--- src/assert_macros.svh ---
// Assertion macros for the RTL of the matrix column transform, used by its top level.
// Depends on a clock named i_clk and an active-low reset named i_rst_n in scope.
`ifndef ASSERT_MACROS_SVH
`define ASSERT_MACROS_SVH

// Check a property on every clock edge outside reset.
`define MCT_ASSERT(label, prop, msg) \
    label: assert property (@(posedge i_clk) disable iff (!i_rst_n) prop) else $error(msg);

// Check a property on every clock edge, reset included.
`define MCT_ASSERT_ALWAYS(label, prop, msg) \
    label: assert property (@(posedge i_clk) prop) else $error(msg);

`endif

--- src/mct_pkg.sv ---
// Package for the matrix column transform: word widths, beat and result types.
// No dependencies; imported by every module of the block.
`default_nettype none

package mct_pkg;

    // Fixed point format and port widths
    localparam int FRAC_BITS = 16;
    localparam int WORD_BITS = 32;
    localparam int IO_W      = 32;
    localparam int LANES     = 4;
    localparam int PROD_W    = 2 * WORD_BITS;
    localparam int ACC_W     = PROD_W + 2;

    // One in Q format, clamped to the largest positive word
    localparam longint unsigned ONE_RAW = 64'd1 << FRAC_BITS;
    localparam longint unsigned MAX_POS = (64'd1 << (WORD_BITS - 1)) - 64'd1;
    localparam longint unsigned ONE_VAL = (ONE_RAW > MAX_POS) ? MAX_POS : ONE_RAW;

    typedef logic [WORD_BITS-1:0] t_word;
    typedef logic [ACC_W-1:0]     t_acc;
    typedef logic [IO_W-1:0]      t_io;

    localparam t_word ONE = t_word'(ONE_VAL);

    // Item mode codes
    localparam logic MODE_LOAD = 1'b0;
    localparam logic MODE_XFRM = 1'b1;

    // Beat that travels down the chain of cells
    typedef struct packed {
        logic                  vld;
        logic                  load;
        logic [1:0]            col;
        logic [1:0]            row;
        t_word                 coeff;
        t_word [LANES-1:0]     x;
        t_acc  [LANES-1:0]     acc;
    } t_beat;

    // Finished result beat
    typedef struct packed {
        t_io [LANES-1:0] y;
        logic            ovf;
    } t_res;

endpackage

`default_nettype wire

--- src/mct_sat.sv ---
// Result stage: shifts each sum down by the fraction bits, saturates it to a
// word and sign-extends it to the port width. Uses mct_pkg.
`default_nettype none

module mct_sat import mct_pkg::*; (
    input  wire t_beat i_beat,
    output t_res       o_res
);

    localparam t_word W_MAX = {1'b0, {(WORD_BITS - 1){1'b1}}};
    localparam t_word W_MIN = {1'b1, {(WORD_BITS - 1){1'b0}}};

    logic signed [ACC_W-1:0]     w_sh   [LANES];
    logic [ACC_W-WORD_BITS:0]    w_top  [LANES];
    logic [LANES-1:0]            w_sat;
    t_word                       w_y    [LANES];

    // Floor shift, range check on the upper bits, clamp
    always_comb begin
        for (int r = 0; r < LANES; r++) begin
            w_sh[r]  = $signed(i_beat.acc[r]) >>> FRAC_BITS;
            w_top[r] = w_sh[r][ACC_W-1:WORD_BITS-1];
            w_sat[r] = !((&w_top[r]) || !(|w_top[r]));
            if (w_sat[r]) begin
                w_y[r] = w_sh[r][ACC_W-1] ? W_MIN : W_MAX;
            end else begin
                w_y[r] = w_sh[r][WORD_BITS-1:0];
            end
            o_res.y[r] = IO_W'($signed(w_y[r]));
        end
        o_res.ovf = |w_sat;
    end

endmodule

`default_nettype wire

--- config.mk ---
export PLATFORM = sky130hd
export DESIGN_NAME = mct_sat
export DESIGN_NICKNAME = d
export VERILOG_FILES = /design/src/assert_macros.svh /design/src/mct_pkg.sv /design/src/mct_sat.sv
export SDC_FILE = /design/constraint.sdc
export NUM_CORES = 1
export LEC_CHECK = 0
export ABC_CLOCK_PERIOD_IN_PS = 1200
export BUFFER_PORTS_ARGS = -buffer_cell sky130_fd_sc_hd__buf_2
export CAP_MARGIN = 30
export CELL_PAD_IN_SITES_DETAIL_PLACEMENT = 2
export CELL_PAD_IN_SITES_GLOBAL_PLACEMENT = 2
export CORE_AREA = 2 2 217 219
export DETAILED_ROUTE_END_ITERATION = 16
export DIE_AREA = 0 0 219 221
export PLACE_DENSITY_LB_ADDON = 0.1
export SLEW_MARGIN = 10
export SYNTH_ARGS = -nofsm -noshare
export SYNTH_HDL_FRONTEND = slang
export SYNTH_SLANG_ARGS = --single-unit
export TNS_END_PERCENT = 10
--- constraint.sdc ---
create_clock -name vclk -period 1.2
set_clock_uncertainty 0.15 [all_clocks]
set_input_delay 0.06 -clock vclk [all_inputs]
set_output_delay 0.06 -clock vclk [all_outputs]
set_load 0.01 [all_outputs]
Word-level counts from Yosys, hierarchy flattened
Cells that the tools add are included.
Storage, ports and cells
  word-level logic and storage cells: 29
  bits in registers: 0
  output and inout bits: 129
Cells by class
  multiplexer cells: 8
  reduce and logical (&&, ||, !) cells: 21
Operator list (number)
  32-bit 2-to-1 mux: 8
  19-bit AND reduction: 4
  19-bit OR reduction: 4
  1-bit logical NOT: 8
  1-bit logical OR: 4
  4-bit OR reduction: 1

Depth between registers and ports, before layout
  depth in word-level cells: 5
  depth in mapped cells: 6

Worst setup path after synthesis
No wires, ideal clock.
  kind: input port to output port
  from: in i_beat[58] in the netlist's numbering
  to: out o_res[0] in the netlist's numbering
  stages on the path: 6
  path buffers: 1
  required time: 0.990 ns
  data arrival time: 1.146 ns
  path slack: -0.156 ns
  cell sequence: nor4_1 nand4_1 nor4_2 a31o_2 buf_6 nand4_1
RTL lines
  from (decl): line mct_sat.sv:6  | input wire t_beat i_beat,
  to (decl): line mct_sat.sv:7  | output t_res o_res

==> impl_metrics.toml <==
[run_status]
status = "finished with violations"
failed_checks = "negative setup slack"

[placed_design]
gp_congestion = 0.702
portBuffers = 329
hpwl_um = 14500
dp.cells = 1160

[grt]
grt.total_usage_pct = 6.17
grt_pass1_wl_um = 23500
grt_max_degree = 32
antenna_found_initial = 0
grt_overflow_total = 0
first_global_vias = 3681

[die]
num_io_pins = 559
core-area_mm2 = 0.0461
die_width_um = 219
core.rowCount = 79
start_util_pct = 3.85
die_y_um = 221
dieArea_mm2 = 0.0484

[timing]
setup_viol = 125
setup_ws_ps = -603
rsz0062_at_grt = "yes"
max_freq_mhz = 555
slew_violations = 0
fin_crit_sh_pct = 150
worstMarginPinSlew_ps = 650
min_period_ps = 1800
hold_violations = 0
relSlewSlack_pct = 56.7

[final_layout]
layoutNonFillerInstCount = 1166
layout-drive-gt1-share_pct = 86.8
multi_input_area_mm2 = 0.00182
n_sequential_cell = 0
nNetsFinal = 991
clock_buffers = 0
postLayoutCoreUtil_pct = 12.0
syn2layout_area_growth_pct = 211
antenna_cells = 0
final_common_cell = "buf_2"
register_area_um2 = 0
final_cell_mix = "205 x buf_2, 118 x buf_6, 73 x a21o_2"
fillers = 5494

[drt]
wl_met1_um = 6290
viasPerCell = 2.84
wire_per_inst_um = 14.2
via_count = 3312
drt-pass1-iter-count = 2
drt_first_iter_violations = 59
routed_wl_um = 16500
drc = 0
dr_wl_met3_um = 1440
ant_nets = 0
maxUsedRoutingLayer = "met4"
met2WireLength_um = 8750

[worst_hold_path]
min_path_type = "primary input to primary output"

[critical_path]
worst_ep_arrival_time_ps = 1590
cp-end-kind = "primary output"
crit_path_top_delay_cell = "a311oi_4"
crit_chain = "buf_6 > buf_4 > nand4_1 > nor2_4 > a311oi_4 > clkbuf_16 > a21o_1 > buf_2"
max_stage_delay_ps = 620
path_class = "primary input to primary output"
critical_path_required_ps = 990
critPathLaunchType = "primary input"
critical_path.max_fanout = 6

[logic_synthesis]
ys_seq_area_share_pct = 0
yosysUniqueCellTypes = 12
yosys_warnings = 0
syn_nets = 643
syn_area_per_cell_um2 = 8.32
synth_cells = 213
synth_area_mm2 = 0.00177

[flow_run]
cap_violations = 0

[power]
power.density_mw_per_mm2 = 282
vdd_ir_drop_max_v = 0.0000661
p_leak_nw = 2.75

[clocking]
hold_buffers = 0
[timing repair]
action	4_1_cts	5_1_grt
resized for setup	141	47
buffers inserted	2	2
pin swaps	7	23
endpoints found under the setup margin	125	125
gates cloned	0	2
[worst max-delay path: cells and delay by family]
| family | cells | cell delay (ps) |
|---|---|---|
| buf+inv | 4 | 630 |
| compound gates | 2 | 700 |
| simple gates | 2 | 200 |
[where the power goes]
group          switching, W  leakage [nW]  internal (W)
registers                 0             0             0
logic              0.000642          2.75      0.000914
clock network             0             0             0
total              0.000642          2.75      0.000914
[cell type report]
| cell class | count | share of cell area, % |
|---|---|---|
| Timing Repair Buffer | 373 | 53.3 |
| Tap cell | 607 | 13.8 |
| Multi-Input combinational cell | 186 | 33.0 |
[per-stage QoR]
stage | setup slack, ps | hold slack [ps] | area (um2) | total power [W] | TNS, ps
after global placement | -843 | 258 | 4420 | 0.00121 | -83620
final | -603 | 243 | 5510 | 0.00156 | -64550
after CTS | -620 | 247 | 5230 | 0.00150 | -69880
after global routing | -726 | 251 | 5510 | 0.00168 | -80200
after detailed placement | -765 | 253 | 4420 | 0.00122 | -85620
after floorplan | -156 | 90.0 | 1850 | 0.000463 | -17340
[routing by layer]
metal / global-route usage [%] / up-vias
met3: 1.53 / 2
met5: 0 / -
met1: 6.88 / 1587
met4: 0.109 / 0
li1: - / 1543
met2: 12.2 / 180
[synthesized netlist by cell type]
library cell   instances  share of area [%]
dlygate4sd3_1          2                1.1
a311oi_2               4                3.4
a21o_2                82                 41
a21o_1                42                 18
nor4_2                 4                2.8
nand4_1               21                7.4
nor2_1                 8                1.7
buf_6                 24                 15
nor4_1                16                5.6
and3_1                 4                1.4
dlygate4sd1_1          2               0.99
a31o_2                 4                2.0
[logic make-up after synthesis]
logic type / count (synthesis) / synth area share [%]
compound gates: 132 / 63.7
simple gates: 53 / 19.0
buf+inv: 28 / 17.4
[final timing paths]
path / from / end / depth (start not counted)
min: i_beat[173] / o_res[90] / 3
max: i_beat[192] / o_res[85] / 8
No activity file was read; power rests on OpenSTA's default activity.
