## src/assert_macros.svh

```systemverilog
// Assertion macros for the RTL of the matrix column transform, used by its top level.
// Depends on a clock named i_clk and an active-low reset named i_rst_n in scope.
`ifndef ASSERT_MACROS_SVH
`define ASSERT_MACROS_SVH

// Check a property on every clock edge outside reset.
`define MCT_ASSERT(label, prop, msg) \
    label: assert property (@(posedge i_clk) disable iff (!i_rst_n) prop) else $error(msg);

// Check a property on every clock edge, reset included.
`define MCT_ASSERT_ALWAYS(label, prop, msg) \
    label: assert property (@(posedge i_clk) prop) else $error(msg);

`endif

```

## src/mct_pkg.sv

```systemverilog
// Package for the matrix column transform: word widths, beat and result types.
// No dependencies; imported by every module of the block.
`default_nettype none

package mct_pkg;

    // Fixed point format and port widths
    localparam int FRAC_BITS = 16;
    localparam int WORD_BITS = 32;
    localparam int IO_W      = 32;
    localparam int LANES     = 4;
    localparam int PROD_W    = 2 * WORD_BITS;
    localparam int ACC_W     = PROD_W + 2;

    // One in Q format, clamped to the largest positive word
    localparam longint unsigned ONE_RAW = 64'd1 << FRAC_BITS;
    localparam longint unsigned MAX_POS = (64'd1 << (WORD_BITS - 1)) - 64'd1;
    localparam longint unsigned ONE_VAL = (ONE_RAW > MAX_POS) ? MAX_POS : ONE_RAW;

    typedef logic [WORD_BITS-1:0] t_word;
    typedef logic [ACC_W-1:0]     t_acc;
    typedef logic [IO_W-1:0]      t_io;

    localparam t_word ONE = t_word'(ONE_VAL);

    // Item mode codes
    localparam logic MODE_LOAD = 1'b0;
    localparam logic MODE_XFRM = 1'b1;

    // Beat that travels down the chain of cells
    typedef struct packed {
        logic                  vld;
        logic                  load;
        logic [1:0]            col;
        logic [1:0]            row;
        t_word                 coeff;
        t_word [LANES-1:0]     x;
        t_acc  [LANES-1:0]     acc;
    } t_beat;

    // Finished result beat
    typedef struct packed {
        t_io [LANES-1:0] y;
        logic            ovf;
    } t_res;

endpackage

`default_nettype wire

```

## src/mct_outq.sv

```systemverilog
// Two-entry result queue that decouples the cell chain from the output
// handshake; its full flag stalls the chain. Uses mct_pkg.
`default_nettype none

module mct_outq import mct_pkg::*; (
    input  wire logic i_clk,
    input  wire logic i_rst_n,
    input  wire logic i_push,
    input  wire t_res i_data,
    output logic      o_full,
    output logic      o_valid,
    input  wire logic i_ready,
    output t_res      o_data
);

    t_res       r_mem [2];
    logic       r_wp;
    logic       r_rp;
    logic [1:0] r_cnt;
    logic       w_pop;

    assign w_pop   = o_valid && i_ready;
    assign o_valid = (r_cnt != 2'd0);
    assign o_full  = (r_cnt == 2'd2);
    assign o_data  = r_mem[r_rp];

    // Store pushed results
    always_ff @(posedge i_clk) begin
        if (i_push) begin
            r_mem[r_wp] <= i_data;
        end
    end

    // Advance pointers and count
    always_ff @(posedge i_clk) begin
        if (!i_rst_n) begin
            r_wp  <= 1'b0;
            r_rp  <= 1'b0;
            r_cnt <= 2'd0;
        end else begin
            if (i_push) begin
                r_wp <= !r_wp;
            end
            if (w_pop) begin
                r_rp <= !r_rp;
            end
            if (i_push && !w_pop) begin
                r_cnt <= r_cnt + 2'd1;
            end else if (!i_push && w_pop) begin
                r_cnt <= r_cnt - 2'd1;
            end
        end
    end

endmodule

`default_nettype wire

```

## config.mk

```make
export PLATFORM = sky130hd
export DESIGN_NAME = mct_outq
export DESIGN_NICKNAME = d
export VERILOG_FILES = /design/src/assert_macros.svh /design/src/mct_pkg.sv /design/src/mct_outq.sv
export SDC_FILE = /design/constraint.sdc
export NUM_CORES = 1
export LEC_CHECK = 0
export BUFFER_PORTS_ARGS = -buffer_cell sky130_fd_sc_hd__buf_2
export CAP_MARGIN = 10
export CORE_MARGIN = 3
export CORE_UTILIZATION = 40
export CTS_CLUSTER_SIZE = 20
export DETAILED_ROUTE_END_ITERATION = 10
export PLACE_DENSITY = 0.72
export SETUP_SLACK_MARGIN = 0.15
export SLEW_MARGIN = 5
export SYNTH_ARGS = -nofsm -noshare
export SYNTH_HDL_FRONTEND = slang
export SYNTH_SLANG_ARGS = --single-unit
```

## constraint.sdc

```tcl
create_clock -name i_clk -period 15 [get_ports i_clk]
set_input_delay 2.25 -clock i_clk [delete_from_list [all_inputs] [get_ports i_clk]]
set_output_delay 2.25 -clock i_clk [all_outputs]
set_load 0.005 [all_outputs]
```

### Yosys cells after proc, flatten, opt, wreduce, memory -nomap -nowiden

Memories as Yosys holds them, arrays and structs flattened. A register that Yosys moved wholly into a read port is not among the register bits.
Cells that the tools add are included.

* memories kept: 1
* word-level logic and storage cells: 22
* register bits: 4
* RAM bits: 258
* output and inout port bits: 131

Memory list
* r_mem: depth 2, width 129, rd ports 1, clocked after memory_dff 1, wr ports 1, RTL line mct_outq.sv:16 `t_res r_mem [2];`

* multiplexer cells: 6
* eq/ne operators: 1
* reduce and logical (&&, ||, !) cells: 9
* $add $sub $neg: 2

Operator list (count)
* 1-bit zero test: 4
* 1-bit two-way mux: 4
* 2-bit two-way mux: 2
* 2-bit nonzero test: 2
* 1-bit logical AND: 3
* 2-bit by 1-bit adder with 2-bit output (second input constant): 1
* 2-bit == test (second input constant): 1
* 2-bit by 1-bit subtractor with 2-bit output (second input constant): 1

### Logic depth before layout (Yosys ltp)

Gate-level depths: netlist (run 1).

* depth after elaboration: 5
* mapped depth: 5

### Worst setup path after synthesis (run 1)

Ideal clock, no wire load.

* path kind: input to register
* start: input i_push
* end: memory r_mem[0][0] (netlist name), enable pin
* required time: 14.366 ns
* cell stages on the path: 1
* library setup time: 0.634 ns
* arrival time: 7.872 ns
* setup slack: 6.494 ns
* path through: nor2b_1

* cells in the longest elaborated chain, start to end: 2

RTL lines
* start: declaration: RTL line mct_outq.sv:8 `input wire logic i_push,`
* 1-bit two-way mux: RTL line mct_outq.sv:29 `if (i_push) begin`
* 1-bit two-way mux (implied by the code): RTL line mct_outq.sv:30 `r_mem[r_wp] <= i_data;`
* end: declaration: RTL line mct_outq.sv:16

Every way passes these cells.

==> results of run 1 <==
==> tightest hold or removal path, delay by kind of cell (launching register included) <==
family / cells / cell delay (ps)
AOI/OAI and AO/OA: 2 / 150
DFF: 1 / 340
==> metrics by stage <==
| step | cells | worst slack (ps) | hold WS (ps) | instance area [µm²] | power, mW |
|---|---|---|---|---|---|
| 5_1_grt | 1041 | 9640 | 569 | 12000 | 1.93 |
| 3_3_place_gp | 991 | 10330 | 505 | 11200 | 1.25 |
| 6_report | 1042 | 9840 | 538 | 12000 | 1.84 |
| 2_1_floorplan | 423 | 6490 | 474 | 9560 | 1.13 |
| 3_5_place_dp | 991 | 10330 | 521 | 11200 | 1.25 |
| 4_1_cts | 1040 | 9770 | 535 | 12000 | 1.87 |
==> sequential cells by signal, indices dropped and copies added (netlist names), named ones only <==
signal,count
r_rp,1
r_cnt,2
r_mem,258
r_wp,1
==> path summary, 6_finish.rpt <==
check,start,to,slack [ps],cells past startpoint
worst min-delay path,r_cnt[1],r_cnt[1],540,2
worst max register to register,r_wp,r_mem[0][108],12980,3
worst max-delay path,register,o_data[23],9840,3
worst min register to register,r_cnt[1],r_cnt[1],540,2
==> power breakdown <==
group	switching, mW	leakage (nW)	internal, mW	total [mW]
Combinational	0.143	1.59	0.196	0.339
Clock	0.247	0.392	0.366	0.612
Sequential	0.0379	2.46	0.854	0.892
Total	0.427	4.45	1.42	1.84
==> kinds of logic after synthesis <==
group                    Yosys count  share of synthesized area, %
flip-flops                       263                          82.1
multiplexers                     129                          15.2
buffers and inverters             14                          1.50
AND/OR/NAND/NOR                    9                         0.589
AO/OA/AOI/OAI                      4                         0.262
XOR/XNOR                           3                         0.275
adder cells (fa/ha/maj)            1                         0.131
==> synthesized netlist by cell type <==
cell        n  area, µm²
buf_6      11        124
xor2_1      1       8.76
a21boi_1    1       7.51
buf_2       1       5.00
edfxtp_1  258       7750
ha_1        1       12.5
o21ai_1     1       5.00
o21ai_0     1       5.00
buf_4       2       15.0
nor2b_1     3       18.8
dfxtp_1     5        100
mux2_2    129       1450
o21a_1      1       7.51
and2_1      4       25.0
xnor2_1     2       17.5
or3_1       1       6.26
or2_2       1       6.26
==> routing by layer <==
layer	GRT usage, %	wire (µm)
met4	4.26	576
met2	22.3	8560
met1	16.2	7160
met5	0	0
met3	4.28	1550
==> cell type report <==
cell class | instances | area [µm²]
multi-input combinational | 146 | 1580
clock inverter | 9 | 88.8
antenna | 2 | 5.00
timing repair buffer | 269 | 1360
sequential | 263 | 7850
clock buffer | 40 | 724
fill | 1902 | 11000
tap | 313 | 392
==> summary.md, run 1 <==
| Metric | Value |
|---|---|
| Total global routing overflow | `0` |
| Synth warn | `0` |
| Slew @ Worst Pin | `947 ps` |
| Pins Over Slew Limit | `0` |
| CP Launch Type | `register` |
| Maxcap violations | `0` |
| Port bufs | `263` |
| Pin count of the biggest net entering global routing | `70` |
| Die W | `161 µm` |
| Slew HR | `36.8%` |
| Core Util, Final | `52.1%` |
| Final ANT Viol Nets | `0` |
| H-tree levels | `1` |
| Slowest stage delay, CP | `880 ps` |
| CTS tree | `yes` |
| Worst skew pair latency | `510 ps` |
| I/O pin total | `264` |
| GPL Wtd Cong | `0.725` |
| Final setup vio count | `0` |
| CTS root buf | `clkbuf_16` |
| Crit path required time | `12750 ps` |
| Most common cell after layout, fill and taps aside | `buf_2` |
| Starting density of the core | `41.5%` |
| Vert. Die Dim | `161 µm` |
| Min Tclk post-route | `5160 ps` |
| Top delay family on crit path | `buffers and inverters` |
| # Post-CTS Setup Buffers | `0` |
| Worst Skew | `7.62 ps` |
| Post-CTS Resized | `0` |
| Num CTS Buffers | `27` |
| Achievable frequency | `0.194 GHz` |
| Post-synthesis sequential area ratio | `82.1%` |
| Mapped Area | `9560 µm²` |
| Worst-path clk slew | `60 ps` |
| Commonest cells after routing, fill and taps aside | `263 x buf_2, 258 x edfxtp_1, 129 x mux2_2` |
| Via-to-Cell Ratio | `4.67` |
| Total track usage | `13.2%` |
| Longest Clk Path Bufs | `3` |
| Full die area | `25800 µm²` |
| Buffers and inverters on the worst path | `2` |
| Crit-path cells | `buf_4 > mux2_2 > buf_2` |
| Vias in the first global route | `5133` |
| Clock Sinks | `263` |
| First drt pass iteration count | `4` |
| Synthesized netlist cell count | `423` |
| First-pass GRT wire length | `27400 µm` |
| Final Hold Vio Count | `0` |
| Initial antenna violation count | `1` |
| VDD IR max | `0.0987 mV` |
| Leakage | `4.45 nW` |
| Syn Area/Cell | `22.6 µm²` |
| Net count reported at finish | `841` |
| Slowest-stage cell, CP | `dfxtp_4` |
| Mapped Nets | `557` |
| Area grow syn2layout | `25.5%` |
| Rows | `55` |
| Worst min path class | `reg2reg` |
| Register bit total from synthesis | `263` |
| Fin crit share | `34.4%` |
| Hold-fix buffers, CTS | `0` |
| Final WL | `17900 µm` |
| CP Class | `reg2out` |
| Post-synth cell types | `17` |
| Via count | `4866` |
| RSZ-0062 raised after global routing | `false` |
| Detailed placement HPWL | `11500 µm` |
| Crit path max fanout | `69` |
| Initial drt markers | `280` |
| Routed length per instance | `17.1 µm` |
| Critical Path AT | `2910 ps` |
| Cell Pwr Density | `154 nW/µm²` |
| Core Footprint | `23100 µm²` |
| # DRC | `0` |
| Worst setup EP type | `output port` |
| Share of layout cells above drive strength 1 | `59.6%` |
| Setup TNS Final | `0 ps` |
| Status | `finished clean` |
(Power assumes the default switching activity.)
==> run 2: changes to the inputs <==
--- a/config.mk
+++ b/config.mk
@@ -5,6 +5,7 @@
 export SDC_FILE = /design/constraint.sdc
 export NUM_CORES = 1
 export LEC_CHECK = 0
+export ABC_AREA = 1
 export BUFFER_PORTS_ARGS = -buffer_cell sky130_fd_sc_hd__buf_2
 export CAP_MARGIN = 10
 export CORE_MARGIN = 3
==> constraint.sdc (replaced) <==
create_clock -name i_clk -period 4.81 [get_ports i_clk]
set_input_delay 0.7215 -clock i_clk [delete_from_list [all_inputs] [get_ports i_clk]]
set_output_delay 0.7215 -clock i_clk [all_outputs]
set_load 0.005 [all_outputs]
==> run 2 against run 1 <==
  * Utilization fell by 0.56 points
  * Power rose to 2.9 times the previous value
  * Setup slack got worse by 8200 ps
  * Global-route usage rose by 0.47 points
  * Sequential cell count did not move
  * Sequential power rose to 3.0 times the previous value
  * Critical path depth did not move
  * Combinational power rose by 63%
  * Critical path type unchanged
==> summary.md, run 2 <==
| Metric | Value |
|---|---|
| Register bit total from synthesis | `263 (unchanged)` |
| Worst min path class | `in2reg` |
| Buffers and inverters on the worst path | `2 (unchanged)` |
| # DRC | `0 (unchanged)` |
| CTS root buf | `clkbuf_16` |
| Synth top cells by count | `258 x edfxtp_1, 129 x mux2_2, 13 x buf_6` |
| Die W | `161 µm (+0.11%)` |
| H-tree levels | `1 (unchanged)` |
| Fin crit share | `65.4%` |
| Final setup vio count | `0 (unchanged)` |
| Mapped Area | `9590 µm² (+0.24%)` |
| Clock Sinks | `263 (unchanged)` |
| Final ANT Viol Nets | `0 (unchanged)` |
| Synth warn | `0 (unchanged)` |
| Count of flip-flops with a built-in enable after synthesis | `258 (unchanged)` |
| Longest Clk Path Bufs | `3 (unchanged)` |
| Num CTS Buffers | `28 (+3.7%)` |
| Achievable frequency | `0.318 GHz` |
| Net count reported at finish | `854 (+1.5%)` |
| Filler instances | `1956 (+2.8%)` |
| First-pass GRT wire length | `28100 µm (+2.3%)` |
| Vias in the first global route | `5169 (+0.70%)` |
| I/O pin total | `264 (unchanged)` |
| CTS tree | `yes` |
| Critical Path AT | `2420 ps (-490 ps)` |
| Pins Over Slew Limit | `0 (unchanged)` |
| Worst-path clk slew | `60 ps (about the same)` |
| Final Hold Vio Count | `0 (unchanged)` |
| Area after DPL | `11200 µm² (+0.40%)` |
| Dominant cell type by area after synthesis | `edfxtp_1` |
| First drt pass iteration count | `4 (unchanged)` |
| VDD IR max | `0.297 mV (+200%)` |
| Initial antenna violation count | `5 (+4)` |
| Maxcap violations | `0 (unchanged)` |
| Most common cell in the netlist | `edfxtp_1` |
| Crit-path cells | `buf_12 > mux2_2 > buf_2` |
| Biggest register | `r_mem` |
| Max reg flops | `258 (unchanged)` |
| CP Launch Type | `register` |
| Hold-fix buffers, CTS | `0 (unchanged)` |
| Post-synth cell types | `14 (-3)` |
| Initial drt markers | `256 (-8.6%)` |
| Detailed placement HPWL | `11700 µm (+2.4%)` |
| Crit path max fanout | `77 (+12%)` |
| Share of layout cells above drive strength 1 | `59.1% (-0.43 points)` |
| RSZ-0062 raised after global routing | `false` |
| Full die area | `25900 µm² (+0.22%)` |
| Pin count of the biggest net entering global routing | `78 (+11%)` |
| Mapped Nets | `571 (+2.5%)` |
| Top delay family on crit path | `flip-flops` |
| Post-synth ARST share | `0% (unchanged)` |
| Via-to-Cell Ratio | `4.67 (about the same)` |
| Starting density of the core | `40.7% (-0.77 points)` |
| Slew HR | `48.9% (+12 points)` |
| Post-synthesis sequential area ratio | `81.9% (-0.19 points)` |
| Slew @ Worst Pin | `766 ps (-181 ps)` |
| Area grow syn2layout | `26.5%` |
| Routed length per instance | `17.3 µm (+0.76%)` |
| Worst skew pair latency | `530 ps (+20 ps)` |
| Leakage | `4.53 nW (+1.8%)` |
| Core Footprint | `23500 µm² (+2.1%)` |
| Most common cell after layout, fill and taps aside | `buf_2` |
| Design area | `12100 µm² (+1.0%)` |
| Setup TNS Final | `0 ps (unchanged)` |
| Cell Pwr Density | `439 nW/µm² (+190%)` |
| Syn Area/Cell | `21.9 µm² (-3.0%)` |
| Top FF cell, synth | `edfxtp_1` |
| Synthesized netlist cell count | `437 (+3.3%)` |
| Total track usage | `13.7% (+0.47 points)` |
| Crit path required time | `4090 ps (-8660 ps)` |
| Rows | `56 (+1.8%)` |
| # Post-CTS Setup Buffers | `0 (unchanged)` |
| Top cell type's share of synthesized area | `80.8% (-0.19 points)` |
| Commonest cells after routing, fill and taps aside | `263 x buf_2, 258 x edfxtp_1, 129 x mux2_2` |
| Via count | `4950 (+1.7%)` |
| Status | `finished clean` |
| Worst Skew | `10.8 ps (+3.22 ps)` |
| Slowest-stage cell, CP | `dfxtp_4` |
| Port bufs | `263 (unchanged)` |
| Synth top area cells | `edfxtp_1 81%, mux2_2 15%, buf_6 1.5%` |
| Post-CTS Resized | `0 (unchanged)` |
| Vert. Die Dim | `161 µm (+0.11%)` |
| Worst setup EP type | `output port` |
| GPL Wtd Cong | `0.758 (+4.6%)` |
| CP Class | `reg2out` |
| Total global routing overflow | `0 (unchanged)` |
| Final WL | `18300 µm (+2.4%)` |
| Min Tclk post-route | `3140 ps` |
| Slowest stage delay, CP | `810 ps (-70 ps)` |
| Top Registers | `r_mem: 258 flops, r_cnt: 2 flops` |
-- run 2: cells by family (layout without fill, tap and decap cells) --
| family | after synthesis | count (layout) | synth area share, % |
|---|---|---|---|
| muxes | 129 | 129 | 15.2 |
| and+or+nand+nor | 19 | 19 | 0.783 |
| buffers and inverters | 22 | 324 | 1.89 |
| DFF | 263 | 263 | 81.9 |
| AOI/OAI and AO/OA | 3 | 3 | 0.183 |
| other | 0 | 1 | 0 |
| adders and majority gates | 1 | 1 | 0.130 |
-- run 2: worst paths after layout --
check                                 from            to  slack, ps  cells past startpoint
worst max-delay path              register    o_data[35]       1670                      3
worst min-delay path            i_data[92]  r_mem[0][92]        380                      1
worst max register to register        r_wp  r_mem[1][19]       2890                      3
worst min register to register        r_rp          r_rp        510                      2
-- run 2: through the flow --
stage                     total power [mW]  cells  utilization [%]  worst slack [ps]  hold WS, ps
final                                 5.32   1059             51.5              1670          376
after global routing                  5.54   1058             51.5              1520          350
after CTS                             5.41   1058             51.5              1590          345
after detailed placement              3.33   1009             47.7              2160          497
after global placement                3.31   1009             47.7              2170          479
after floorplan                       3.08    437                -               279          467
-- run 2: power by group --
group | switching, mW | internal, mW
Sequential | 0.0540 | 2.66
Combinational | 0.257 | 0.297
Clock | 0.802 | 1.26
Total | 1.11 | 4.21
-- run 2: per-layer routing --
layer  vias up  share of wire (%)  track usage, %
li1       2288                  -               -
met1      2429                 39            16.3
met2       184                 50            23.3
met3        41                8.3            4.77
met4         8                3.2            4.42
met5         -               0.26               0
-- run 2: area by class of cell --
class,instances,area (µm²),area share [%]
antenna,1,2.50,0.0206
clock buffer,37,756,6.23
clock inverter,12,138,1.13
inverter,8,32.5,0.268
multi-input combinational,152,1570,12.9
sequential,263,7850,64.7
tap,319,399,3.29
timing repair buffer,267,1380,11.4
==> run 3: changes to the inputs <==
==> constraint.sdc (replaced) <==
create_clock -name i_clk -period 3 [get_ports i_clk]
set_input_delay 0.45 -clock i_clk [delete_from_list [all_inputs] [get_ports i_clk]]
set_output_delay 0.45 -clock i_clk [all_outputs]
set_load 0.005 [all_outputs]
==> run 3 against run 2 <==
  * Critical path depth stayed put
  * Utilization is 0.085 points higher
  * Clock power is 60% higher
  * Cell count stayed put
  * Cell area is 0.16% higher
  * Setup slack worse by 930 ps
  * Largest cell class unchanged
  * Power is 60% higher
  * Largest power group unchanged
  * First-iteration DRC count is 9.4% lower
==> summary.md, run 3 (synthesized netlist as in run 2, its figures left out) <==
| Metric | Value |
|---|---|
| Status | `finished clean` |
| Worst Skew | `5.76 ps (-5.08 ps)` |
| Worst setup EP type | `output port` |
| RSZ-0062 raised after global routing | `false` |
| Vert. Die Dim | `161 µm (unchanged)` |
| Initial antenna violation count | `3 (-2)` |
| Max reg flops | `258 (unchanged)` |
| Rows | `56 (unchanged)` |
| Worst min path class | `in2reg` |
| Longest Clk Path Bufs | `3 (unchanged)` |
| Number of diodes | `0 (-1)` |
| Hold-fix buffers, CTS | `0 (unchanged)` |
| Worst reg-to-reg path cell count | `3 (unchanged)` |
| Area grow syn2layout | `26.7%` |
| Min Tclk post-route | `2270 ps` |
| Crit path max fanout | `71 (-7.8%)` |
| GPL Wtd Cong | `0.720 (-5.1%)` |
| Setup TNS Final | `0 ps (unchanged)` |
| Final ANT Viol Nets | `0 (unchanged)` |
| Fin crit share | `75.6%` |
| Core Footprint | `23500 µm² (unchanged)` |
| CP Class | `reg2out` |
| CTS tree | `yes` |
| Num CTS Buffers | `27 (-3.6%)` |
| Top Registers | `r_mem: 258 flops, r_cnt: 2 flops` |
| Critical Path AT | `1820 ps (-600 ps)` |
| RR Endpoint | `r_mem[1][48]` |
| Leakage | `4.53 nW (about the same)` |
| R2r setup slk | `1360 ps (-1530 ps)` |
| Post-route insts no fill | `1059 (unchanged)` |
| Achievable frequency | `0.441 GHz` |
| Net count reported at finish | `854 (unchanged)` |
| Via count | `4915 (-0.71%)` |
| Routed length per instance | `17.2 µm (-0.34%)` |
| H-tree levels | `1 (unchanged)` |
| Reg-to-reg startpoint | `r_wp` |
| Hold path start | `i_data[79]` |
| Clock Sinks | `263 (unchanged)` |
| # Post-CTS Setup Buffers | `0 (unchanged)` |
| Crit path required time | `2550 ps (-1540 ps)` |
| Final Hold Vio Count | `0 (unchanged)` |
| Worst skew pair latency | `520 ps (about the same)` |
| Pin count of the biggest net entering global routing | `130 (+67%)` |
| Worst Hold Depth | `1 (unchanged)` |
| Maxcap violations | `0 (unchanged)` |
| Hold EP | `r_mem[1][79]` |
| Placed Cells | `1010 (+0.099%)` |
| Starting density of the core | `40.7% (unchanged)` |
| Vias in the first global route | `5186 (+0.33%)` |
| Most common cell after layout, fill and taps aside | `buf_2` |
| VDD IR max | `0.464 mV (+56%)` |
| Port bufs | `263 (unchanged)` |
| I/O pin total | `264 (unchanged)` |
| Total power | `8.54 mW (+60%)` |
| Pins Over Slew Limit | `0 (unchanged)` |
| Detailed placement HPWL | `11600 µm (-1.4%)` |
| Total global routing overflow | `0 (unchanged)` |
| Total track usage | `13.4% (-0.30 points)` |
| Biggest register | `r_mem` |
| CP Launch Type | `register` |
| Slew HR | `50.2% (+1.3 points)` |
| First-pass GRT wire length | `27500 µm (-2.1%)` |
| Cell Pwr Density | `703 nW/µm² (+60%)` |
| Full die area | `25900 µm² (unchanged)` |
| CTS root buf | `clkbuf_16` |
| Commonest cells after routing, fill and taps aside | `263 x buf_2, 258 x edfxtp_1, 129 x mux2_2` |
| Die W | `161 µm (unchanged)` |
| Initial drt markers | `232 (-9.4%)` |
| First drt pass iteration count | `4 (unchanged)` |
| Slew @ Worst Pin | `747 ps (-19.1 ps)` |
| # DRC | `0 (unchanged)` |
| Final setup vio count | `0 (unchanged)` |
| Final WL | `18200 µm (-0.34%)` |
| Post-CTS Resized | `0 (unchanged)` |
| Via-to-Cell Ratio | `4.64 (-0.71%)` |
| Worst-path clk slew | `60 ps (about the same)` |
| Share of layout cells above drive strength 1 | `59.5% (+0.33 points)` |
==> run 3: changes by cell type in the layout (fill, tap and decap cells not counted), sizes merged <==
cell	delta
clkbuf	-6
clkinv	+5
buf	+1
bufinv	+1
clkinvlp	+1
diode	-1
inv	-1
==> run 3: report_power, final <==
| part | switching [mW] | internal [mW] |
|---|---|---|
| Sequential | 0.0472 | 4.26 |
| Combinational | 0.457 | 0.486 |
| Clock | 1.31 | 1.99 |
| Total | 1.81 | 6.73 |
==> run 3: final cells by class <==
type / count / area [µm²]
clock buffers: 31 / 691
clock inverters: 18 / 189
well taps: 319 / 399
flip-flops and latches: 263 / 7850
repair buffers: 268 / 1420
fillers: 1946 / 11400
inverters: 8 / 33.8
multi-input cells: 152 / 1570
==> run 3: metrics by stage <==
stage | setup WS, ps | hold WS, ps | area, µm² | utilization, %
floorplan | 185 | 467 | 9600 | -
finish | 732 | 115 | 12100 | 51.6
global route | 672 | 87.6 | 12100 | 51.6
CTS | 719 | 82.6 | 12100 | 51.6
global placement | 1250 | 482 | 11300 | 47.9
detailed placement | 1250 | 506 | 11300 | 47.9
==> run 3: metal layers <==
| layer | track usage [%] | share of wire, % |
|---|---|---|
| met1 | 15.7 | 39 |
| met2 | 23.2 | 49 |
| met3 | 4.36 | 8.1 |
| met4 | 4.77 | 3.5 |
| met5 | 0 | 0.12 |
==> run 3: worst max-delay path by stage <==
| stage | slack, ps | end | start | depth (start not counted) |
|---|---|---|---|---|
| floorplan | 180 | r_mem[1][0] | i_push | 2 |
| global placement | 1250 | r_mem[1][77] | i_push | 4 |
| detailed placement | 1250 | r_mem[1][45] | i_push | 4 |
| CTS | 720 | o_data[64] | register | 3 |
| global route | 670 | o_data[98] | register | 3 |
| finish | 730 | o_data[64] | register | 3 |
==> run 3: critical path, cell delays in order, from the launching register on <==
cell     delay, ps
dfxtp_4        370
buf_12         310
mux2_2         400
buf_2          130
